## config.mk

```make
export PLATFORM = sky130hd
export DESIGN_NAME = pips_front
export DESIGN_NICKNAME = d
export VERILOG_FILES = /design/src/point_in_polyhedron_level_set_assert.svh /design/src/pips_pkg.sv /design/src/pips_front.sv
export SDC_FILE = /design/constraint.sdc
export NUM_CORES = 1
export LEC_CHECK = 0
export BUFFER_PORTS_ARGS = -buffer_cell sky130_fd_sc_hd__buf_2
export CAP_MARGIN = 20
export CORE_UTILIZATION = 36
export CTS_CLUSTER_SIZE = 28
export DETAILED_ROUTE_END_ITERATION = 8
export PLACE_DENSITY = 0.81
export SLEW_MARGIN = 20
export SYNTH_ARGS = -nofsm -noshare
export SYNTH_HDL_FRONTEND = slang
export SYNTH_SLANG_ARGS = --single-unit
```

## constraint.sdc

```tcl
create_clock -name clock -period 2.7 [get_ports clock]
set_input_delay 0.54 -clock clock [delete_from_list [all_inputs] [get_ports clock]]
set_output_delay 0.54 -clock clock [all_outputs]
set_load 0.01 [all_outputs]
```

## src/point_in_polyhedron_level_set_assert.svh

```systemverilog
// ----------------------------------------------------------------------------
// point_in_polyhedron_level_set assertion macros
// shared property forms for the level-set block checks
// ----------------------------------------------------------------------------
`ifndef POINT_IN_POLYHEDRON_LEVEL_SET_ASSERT_SVH
`define POINT_IN_POLYHEDRON_LEVEL_SET_ASSERT_SVH

// same-cycle implication
`define PIPS_ASSERT_IMP(lbl, clk, rst, ante, cons, msg) \
   lbl: assert property (@(posedge clk) disable iff (rst) (ante) |-> (cons)) else $error(msg);

// next-cycle implication
`define PIPS_ASSERT_NXT(lbl, clk, rst, ante, cons, msg) \
   lbl: assert property (@(posedge clk) disable iff (rst) (ante) |=> (cons)) else $error(msg);

`endif

```

## src/pips_pkg.sv

```systemverilog
`timescale 1ns / 1ps
// ----------------------------------------------------------------------------
// pips_pkg
// shared types and constants of the point-in-polyhedron level-set block
// ----------------------------------------------------------------------------
package pips_pkg;

   // default store sizes
   localparam int MAX_CORNERS_DEF = 8;
   localparam int MAX_FACES_DEF   = 8;

   // request queue between front and back
   localparam int QUEUE_DEPTH = 2;

   // reset values of the configuration registers
   localparam logic [3:0]  FACES_RST = 4'd6;
   localparam logic [15:0] TOL_RST   = 16'd1;

   // configuration register indexes
   localparam logic REG_FACES = 1'b0;
   localparam logic REG_TOL   = 1'b1;

   // determinant roles within one tetrahedron
   localparam logic [2:0] DET_TOTAL = 3'd0;
   localparam logic [2:0] DET_A     = 3'd1;
   localparam logic [2:0] DET_B     = 3'd2;
   localparam logic [2:0] DET_C     = 3'd3;
   localparam logic [2:0] DET_D     = 3'd4;

   // level limits
   localparam logic signed [63:0] LEVEL_MAX = 64'sh7FFF_FFFF_FFFF_FFFF;
   localparam logic signed [63:0] LEVEL_MIN = 64'sh8000_0000_0000_0000;

   typedef enum logic [1:0] {
      CMD_CORNER = 2'd0,
      CMD_FACE   = 2'd1,
      CMD_CENTER = 2'd2,
      CMD_QUERY  = 2'd3
   } pips_cmd_type;

   typedef struct packed {
      logic signed [15:0] z;
      logic signed [15:0] y;
      logic signed [15:0] x;
   } pips_pt_type;

   // corner indexes, entry 0 is the apex
   typedef logic [3:0][2:0] pips_face_type;

   typedef struct packed {
      pips_cmd_type  cmd;
      logic [2:0]    slot;
      pips_pt_type   pt;
      pips_face_type face;
   } pips_item_type;

   typedef struct packed {
      logic full;
      logic empty;
   } pips_qstat_type;

   typedef struct packed {
      logic [2:0] k;
      logic       last;
   } pips_tag_type;

   typedef struct packed {
      logic [2:0] k;
      logic       deg;
      logic       last;
   } pips_ptag_type;

   typedef struct packed {
      logic               deg;
      logic               hit;
      logic signed [63:0] level;
   } pips_res_type;

endpackage

```

## src/pips_front.sv

```systemverilog
`timescale 1ns / 1ps
// ----------------------------------------------------------------------------
// pips_front
// accepts requests, decodes the command and fields, hands them to the queue
// ----------------------------------------------------------------------------
module pips_front (
   input  logic                     clock,
   input  logic                     reset,
   input  logic                     req_tvalid,
   output logic                     req_tready,
   input  logic [63:0]              req_tdata,
   input  logic [1:0]               req_tuser,
   input  pips_pkg::pips_qstat_type q_st,
   output logic                     push_valid,
   output pips_pkg::pips_item_type  push_item
);

   logic                    valid_ff, valid_in;
   pips_pkg::pips_item_type item_ff, item_in;
   logic                    accept, moved;

   // one holding register, refilled as it drains
   assign moved      = valid_ff && !q_st.full;
   assign req_tready = !valid_ff || moved;
   assign accept     = req_tvalid && req_tready;
   assign push_valid = moved;
   assign push_item  = item_ff;

   // field decode
   always_comb begin
      item_in      = item_ff;
      valid_in     = moved ? 1'b0 : valid_ff;
      if (accept) begin
         item_in.cmd  = pips_pkg::pips_cmd_type'(req_tuser);
         item_in.slot = req_tdata[2:0];
         item_in.pt.x = req_tdata[18:3];
         item_in.pt.y = req_tdata[34:19];
         item_in.pt.z = req_tdata[50:35];
         item_in.face = req_tdata[62:51];
         valid_in     = 1'b1;
      end
   end

   always_ff @(posedge clock) begin
      if (reset) begin
         valid_ff <= 1'b0;
      end else begin
         valid_ff <= valid_in;
      end
   end

   always_ff @(posedge clock) begin
      item_ff <= item_in;
   end

endmodule

```

==> results.py <==
metrics = {
    "clocking": {
        "cts.sinks": 66,
        "insertion_delay_ns": 0.32,
        "cts_made_buffers": 9,
        "cts_buffer_depth": 2,
        "path_clk_slew_ns": 0.06,
        "root_buffer": "clkbuf_8",
        "post_cts_resized": 0,
        "post-cts-setup-buffers": 0,
        "ctsHtreeMaxLevel": 3,
        "holdBufCountCts": 0,
        "tritoncts": "built",
    },
    "route": {
        "drt_iter0_drc": 31,
        "vias": 1235,
        "ant_nets": 0,
        "avgViaCountPerCell": 4.20,
        "drc": 0,
        "wl_per_cell_um": 13.2,
        "wl_um": 3880,
        "first_pass_iters": 4,
    },
    "grt": {
        "grtUsageTotal": 0.138,
        "antenna_found_initial": 0,
        "grt_max_degree": 38,
        "grt_pass1_wl_um": 5760,
        "grt.overflow.total": 0,
        "grt_pass1_vias": 1248,
    },
    "logic_synthesis": {
        "ys_types": 7,
        "syn_area_um2": 2000,
        "synth-seq-cells": 66,
        "synthCells": 71,
        "yosysSeqAreaShare": 0.986,
        "syn-num-nets": 142,
        "yosys_warnings": 0,
        "avgSynthCellArea_um2": 28.2,
    },
    "worst_setup_path": {
        "ff2ff_setup_slack_ns": 1.41,
        "cp.required_ns": 2.16,
        "crit_type": "input pin to output port",
        "regToRegStartpoint": "valid_ff",
        "cp_max_fo": 3,
        "start_kind": "input pin",
        "reg2regPathDepth": 3,
        "r2r_end": "push_item[37]",
        "end_kind": "output port",
        "worst_ep_arrival_time_ns": 0.99,
    },
    "layout": {
        "post-route-cell-area_um2": 2930,
        "diodes": 0,
        "multi_input_area_um2": 28.8,
        "drive_gt1_frac": 0.670,
        "seqCellArea_um2": 1970,
        "fin_util": 0.560,
        "nets": 290,
        "final_common_cell": "buf_2",
        "area_growth_pct": 46.6,
        "nFillCells": 445,
        "layout_common_cells": "buf_2, edfxtp_1, clkbuf_8",
    },
    "min_path": {
        "holdCritPathClass": "input pin to register",
        "min_delay_path_depth": 2,
        "hold_end": "valid_ff",
        "worstHoldStart": "reset",
    },
    "sta": {
        "max-slew-margin-rel": 0.712,
        "rsz0062_at_grt": "no",
        "setup_viol": 0,
        "maxSlewViolCount": 0,
        "hold_viol": 0,
        "fin_setup_tns_ns": 0,
        "fmax_ghz": 0.654,
        "hold_slack_ns": 0.371,
        "min_period_ns": 1.53,
        "worst_pin_slew_ns": 0.432,
        "finalClockSkew_ns": 0.00555,
        "fin_crit_sh": 0.567,
    },
    "pwr": {
        "power_density_nw_per_um2": 688,
        "power_mw": 2.02,
        "power.leakage_nw": 1.27,
        "worst_ir_drop_vdd_uv": 393,
    },
    "floorplanning": {
        "die_area_um2": 5860,
        "rows": 26,
        "die_h_um": 76.5,
        "die_w_um": 76.5,
        "ioPinCount": 138,
        "initial_core_util": 0.382,
        "core_area_um2": 5240,
    },
    "placement": {
        "postPlaceCellArea_um2": 2780,
        "io_buffer_count": 135,
        "gp_congestion": 0.633,
    },
    "status": {
        "status": "finished clean",
    },
    "job": {
        "cap_violations": 0,
    },
}
[cell usage after synthesis]
cell type,number,share of area
a21oi_1,1,0.0025
and2_1,1,0.0031
and2b_2,1,0.0044
dfxtp_1,1,0.010
edfxtp_1,65,0.98
nand2_1,1,0.0019
nor2_1,1,0.0019
[where the power goes]
group | leakage, nW | switching, mW | internal, mW
Combinational | 0.554 | 0.0884 | 0.0748
Sequential | 0.637 | 0.0133 | 1.20
Clock | 0.0796 | 0.321 | 0.321
Total | 1.27 | 0.423 | 1.59
[worst max path at each step]
stage / depth (start not counted) / slack, ns / startpoint / to
floorplan: 2 / 0.05 / q_st[1] / push_item[0]
global placement: 4 / 1.08 / q_st[1] / push_item[9]
detailed placement: 4 / 1.05 / q_st[1] / push_item[37]
CTS: 2 / 1.17 / valid_ff / push_valid
global route: 2 / 1.15 / valid_ff / push_valid
finish: 3 / 1.17 / q_st[1] / push_valid
[kinds of logic after synthesis]
group and share of synthesized area:
flip-flops 0.986, AO/OA/AOI/OAI 0.00250, AND/OR/NAND/NOR 0.0113
[sequential cells by signal, indices dropped and copies added, names as in the netlist]
name,cells
push_item,65
valid_ff,1
[routing by layer]
layer | vias up | share of wire | wire length, um | track usage
li1 | 580 | - | - | -
met1 | 561 | 0.41 | 1590 | 0.158
met2 | 84 | 0.49 | 1910 | 0.219
met3 | 10 | 0.072 | 280 | 0.0467
met4 | 0 | 0.026 | 101 | 0.0981
met5 | - | 0 | 0 | 0
[area by class of cell]
cell class / count / area share
Clock buffer: 11 / 0.0448
Clock inverter: 5 / 0.00726
Multi-Input combinational cell: 5 / 0.00982
Sequential cell: 66 / 0.673
Tap cell: 70 / 0.0299
Timing Repair Buffer: 137 / 0.236
[worst max-delay path, cell delays in order]
cell and delay [ns]:
buf_2 0.10, and2b_2 0.22, buf_2 0.14
[through the flow]
step / instances / setup WS (ns)
finish: 294 / 1.17
global route: 294 / 1.15
CTS: 294 / 1.17
detailed placement: 278 / 1.05
global placement: 278 / 1.08
floorplan: 71 / 0.0520
(Power assumes the default switching activity.)
