File: config.mk
export PLATFORM = sky130hd
export DESIGN_NAME = pips_queue
export DESIGN_NICKNAME = d
export VERILOG_FILES = /design/src/point_in_polyhedron_level_set_assert.svh /design/src/pips_pkg.sv /design/src/pips_queue.sv
export SDC_FILE = /design/constraint.sdc
export NUM_CORES = 1
export LEC_CHECK = 0
export BUFFER_PORTS_ARGS = -buffer_cell sky130_fd_sc_hd__buf_4
export CORE_MARGIN = 1
export CORE_UTILIZATION = 47
export CTS_CLUSTER_DIAMETER = 30
export DETAILED_ROUTE_END_ITERATION = 6
export PLACE_DENSITY = 0.76
export SYNTH_ARGS = -nofsm -noshare
export SYNTH_HDL_FRONTEND = slang
export SYNTH_SLANG_ARGS = --single-unit
File: constraint.sdc
create_clock -name clock -period 3.5 [get_ports clock]
set_input_delay 0.175 -clock clock [delete_from_list [all_inputs] [get_ports clock]]
set_output_delay 0.175 -clock clock [all_outputs]
set_load 0.02 [all_outputs]
File: src/point_in_polyhedron_level_set_assert.svh
// ----------------------------------------------------------------------------
// point_in_polyhedron_level_set assertion macros
// shared property forms for the level-set block checks
// ----------------------------------------------------------------------------
`ifndef POINT_IN_POLYHEDRON_LEVEL_SET_ASSERT_SVH
`define POINT_IN_POLYHEDRON_LEVEL_SET_ASSERT_SVH

// same-cycle implication
`define PIPS_ASSERT_IMP(lbl, clk, rst, ante, cons, msg) \
   lbl: assert property (@(posedge clk) disable iff (rst) (ante) |-> (cons)) else $error(msg);

// next-cycle implication
`define PIPS_ASSERT_NXT(lbl, clk, rst, ante, cons, msg) \
   lbl: assert property (@(posedge clk) disable iff (rst) (ante) |=> (cons)) else $error(msg);

`endif

File: src/pips_pkg.sv
`timescale 1ns / 1ps
// ----------------------------------------------------------------------------
// pips_pkg
// shared types and constants of the point-in-polyhedron level-set block
// ----------------------------------------------------------------------------
package pips_pkg;

   // default store sizes
   localparam int MAX_CORNERS_DEF = 8;
   localparam int MAX_FACES_DEF   = 8;

   // request queue between front and back
   localparam int QUEUE_DEPTH = 2;

   // reset values of the configuration registers
   localparam logic [3:0]  FACES_RST = 4'd6;
   localparam logic [15:0] TOL_RST   = 16'd1;

   // configuration register indexes
   localparam logic REG_FACES = 1'b0;
   localparam logic REG_TOL   = 1'b1;

   // determinant roles within one tetrahedron
   localparam logic [2:0] DET_TOTAL = 3'd0;
   localparam logic [2:0] DET_A     = 3'd1;
   localparam logic [2:0] DET_B     = 3'd2;
   localparam logic [2:0] DET_C     = 3'd3;
   localparam logic [2:0] DET_D     = 3'd4;

   // level limits
   localparam logic signed [63:0] LEVEL_MAX = 64'sh7FFF_FFFF_FFFF_FFFF;
   localparam logic signed [63:0] LEVEL_MIN = 64'sh8000_0000_0000_0000;

   typedef enum logic [1:0] {
      CMD_CORNER = 2'd0,
      CMD_FACE   = 2'd1,
      CMD_CENTER = 2'd2,
      CMD_QUERY  = 2'd3
   } pips_cmd_type;

   typedef struct packed {
      logic signed [15:0] z;
      logic signed [15:0] y;
      logic signed [15:0] x;
   } pips_pt_type;

   // corner indexes, entry 0 is the apex
   typedef logic [3:0][2:0] pips_face_type;

   typedef struct packed {
      pips_cmd_type  cmd;
      logic [2:0]    slot;
      pips_pt_type   pt;
      pips_face_type face;
   } pips_item_type;

   typedef struct packed {
      logic full;
      logic empty;
   } pips_qstat_type;

   typedef struct packed {
      logic [2:0] k;
      logic       last;
   } pips_tag_type;

   typedef struct packed {
      logic [2:0] k;
      logic       deg;
      logic       last;
   } pips_ptag_type;

   typedef struct packed {
      logic               deg;
      logic               hit;
      logic signed [63:0] level;
   } pips_res_type;

endpackage

File: src/pips_queue.sv
`timescale 1ns / 1ps
// ----------------------------------------------------------------------------
// pips_queue
// short request queue between the front and the back
// ----------------------------------------------------------------------------
module pips_queue (
   input  logic                     clock,
   input  logic                     reset,
   input  logic                     push,
   input  pips_pkg::pips_item_type  push_item,
   input  logic                     pop,
   output pips_pkg::pips_item_type  head,
   output pips_pkg::pips_qstat_type q_st
);

   localparam int QAW  = (pips_pkg::QUEUE_DEPTH > 1) ? $clog2(pips_pkg::QUEUE_DEPTH) : 1;
   localparam int CNTW = $clog2(pips_pkg::QUEUE_DEPTH + 1);

   pips_pkg::pips_item_type slot_ff [pips_pkg::QUEUE_DEPTH];
   logic [QAW-1:0]  wr_ff, wr_in, rd_ff, rd_in;
   logic [CNTW-1:0] cnt_ff, cnt_in;

   assign head       = slot_ff[rd_ff];
   assign q_st.full  = (32'(cnt_ff) == pips_pkg::QUEUE_DEPTH);
   assign q_st.empty = (cnt_ff == '0);

   // pointer and fill count
   always_comb begin
      wr_in  = wr_ff;
      rd_in  = rd_ff;
      cnt_in = cnt_ff;
      if (push) begin
         wr_in = (32'(wr_ff) == pips_pkg::QUEUE_DEPTH - 1) ? '0 : wr_ff + QAW'(1);
      end
      if (pop) begin
         rd_in = (32'(rd_ff) == pips_pkg::QUEUE_DEPTH - 1) ? '0 : rd_ff + QAW'(1);
      end
      if (push && !pop) begin
         cnt_in = cnt_ff + CNTW'(1);
      end else if (pop && !push) begin
         cnt_in = cnt_ff - CNTW'(1);
      end
   end

   always_ff @(posedge clock) begin
      if (reset) begin
         wr_ff  <= '0;
         rd_ff  <= '0;
         cnt_ff <= '0;
      end else begin
         wr_ff  <= wr_in;
         rd_ff  <= rd_in;
         cnt_ff <= cnt_in;
      end
   end

   always_ff @(posedge clock) begin
      if (push) begin
         slot_ff[wr_ff] <= push_item;
      end
   end

endmodule

==> summary.md <==
| Metric | Value |
|---|---|
| Buffers on Ports | between 100 and 150 |
| Die area | approximately 11000 sq um |
| Grt ovf | 0 |
| Mapped Area | 4910 sq um |
| Async SR Flop Fraction | 0% |
| Yosys cell types | 17 |
| Final period util | about 70% |
| Initial Util | 49.3% |
| Post-layout net count | between 500 and 600 |
| Total global-route track usage | between 10% and 20% |
| Maximum vdd drop | 0.000386 V |
| Share of cells above drive strength 1 | between 50% and 60% |
| Clock sinks | roughly 140 |
| Worst-Margin Slew | about 0.81 ns |
| Util after Layout | 73.7% |
| Worst-path clk slew | 0.06 ns |
| Register area share after synthesis | 81.5% |
| RSZ-0062 raised after global routing | false |
| Dpl hpwl | 5450 microns |
| Slew margin rel. | 45.7% |
| Max Cap Viol | 0 |
| Synth area leader | edfxtp_1 |
| Pwr Total | 4.21 mW |
| # setup viols final | 0 |
| Die Wd | 104 microns |
| Area of the multi-input gates | 845 sq um |
| Largest net degree at the start of global routing | 52 |
| Setup tns final | 0 ns |
| Total CTS buffers | 17 |
| Pleak | 2.80 nW |
| Final Skew | 0.0106 ns |
| Final period demand of the worst path | 2.40 ns |
| Via count | 2779 |
| Most frequent cell after synthesis | edfxtp_1 |
| Vias in the first global route | 3009 |
| Initial antenna violation count | 0 |
| CTS tree | built |
| DR WL/cell | 16.1 microns |
| Crit Path Category | reg -> out |
| Most used DFF post-synth | edfxtp_1 |
| Hold buffers post-CTS | just under 70 |
| Final hold viol count | 0 |
| Fillers | 586 |
| Die height | ~100 microns |
| Worst path arrival time | 2.23 ns |
| First-pass GRT wire length | 14600 microns |
| Pwr/cell area | 574 nW/um^2 |
| Setup crit start kind | flop |
| Yosys reg bits | 135 |
| Synth cell count leaders | 130 x edfxtp_1, 65 x mux2_2, 5 x buf_6, 5 x dfxtp_1, 5 x nor2_1 |
| CP endpoint kind | output port |
| Vias per Instance | 4.72 |
| Core region area | approximately 10000 sq um |
| Max Clk Rate | ~0.42 GHz |
| Clock Latency Late Sink | 0.52 ns |
| Diodes inserted | 0 |
| # DRC | 0 |
| Antenna viol nets, final | 0 |
| GPL Wtd Cong | 0.712 |
| Crit Path Max Fanout | 34 |
| Fin. max-slew vios | 0 |
| CTS Root Cell | clkbuf_8 |
| Register area | 4010 sq um |
| Initial DRC Count | 99 |
| Final WL | between 9000 and 10000 microns |
| Clk buf depth | 2 |
| Number of warnings issued by yosys | 0 |
| P&R area growth vs syn | 49.3% |
| Status | complete, no violations |
| Top cells by area, synth | edfxtp_1 79%, mux2_2 15%, dfxtp_1 2.0% |
| EDFF count, synth | 130 |
| Yosys top cell area share | 79.5% |
| I/O pin total | around 140 |
| Number of placement rows | 36 |
| CP required | 3.32 ns |
| Syn_nets | between 200 and 300 |
| Syn Area/Cell | 21.9 sq um |
| Synthesized instance count | 224 |
| First drt pass iteration count | 4 |
| H-tree Lvls | 4 |
| Post_cts resized | 0 |
| Post-CTS setup buffer count | 0 |
| Worst Hold Class | in -> reg |
per-layer routing:
metal	part of all wire, %	track usage (%)	vias up
met5	0	0	-
met2	54	32.7	103
met3	5.4	5.95	15
li1	-	-	1317
met4	1.6	8.98	0
met1	39	19.8	1344
worst max-delay path, stage by stage, from the launching register on:
cell and delay (ns):
dfxtp_2 0.86, buf_12 0.29, mux2_2 0.37, buf_4 0.16
final cells by class:
| type | count | share of cell area, % |
|---|---|---|
| clock inverters | 14 | 2.17 |
| clock buffers | 18 | 5.70 |
| multi-input cells | 81 | 11.5 |
| flip-flops and latches | 135 | 54.6 |
| inverters | 1 | 0.0512 |
| well taps | 133 | 2.27 |
| repair buffers | 207 | 23.7 |
stage by stage:
| stage | setup slack [ns] | hold WS, ns | cell area [sq um] | cells |
|---|---|---|---|---|
| finish | 1.10 | 0.385 | 7330 | 589 |
| global route | 0.973 | 0.367 | 7330 | 589 |
| global placement | 1.63 | 0.360 | 6080 | 489 |
| floorplan | 1.05 | 0.244 | 4910 | 224 |
| detailed placement | 1.61 | 0.363 | 6080 | 489 |
| CTS | 1.06 | 0.359 | 7330 | 589 |
where the power goes:
part / internal, mW / switching (mW)
Clock: 1.08 / 0.631
Sequential: 1.89 / 0.0405
Combinational: 0.302 / 0.274
Total: 3.26 / 0.946
cell families (layout without fill, tap and decap cells):
logic type | count (synthesis) | in the layout | share of synthesized area (%)
buffers and inverters | 8 | 240 | 1.48
XOR/XNOR | 4 | 4 | 0.713
flip-flops | 135 | 135 | 81.5
multiplexers | 65 | 65 | 14.9
adder cells (fa/ha/maj) | 1 | 1 | 0.255
AND/OR/NAND/NOR | 9 | 9 | 0.943
AO/OA/AOI/OAI | 2 | 2 | 0.204
cells in the final DEF, fill, tap and decap left out, types with 2 or more instances in the layout:
cell,n
buf_4,138
bufinv_16,3
clkbuf_16,16
clkinv_2,5
clkinv_4,2
clkinvlp_4,3
dfxtp_1,4
dlygate4sd3_1,68
edfxtp_1,130
mux2_2,65
nor2_1,5
xnor2_1,2
xor2_1,2
worst paths after layout:
check	start	to	slack, ns	cells past startpoint
hold reg to reg	cnt_ff[1]$_SDFFE_PP0P_	cnt_ff[1]$_SDFFE_PP0P_	0.50	2
setup / recovery	flop	head[6]	1.10	3
setup reg to reg	wr_ff$_SDFFE_PP0P_	slot_ff[1][15]$_DFFE_PP_	1.65	2
hold / removal	push_item[24]	slot_ff[0][24]$_DFFE_PP_	0.38	2
state kept, by name (all words and copies together) (netlist names), named ones only:
| register | flops |
|---|---|
| slot_ff | 130 |
| cnt_ff | 2 |
| rd_ff | 1 |
| wr_ff | 1 |
(Power assumes the default switching activity.)
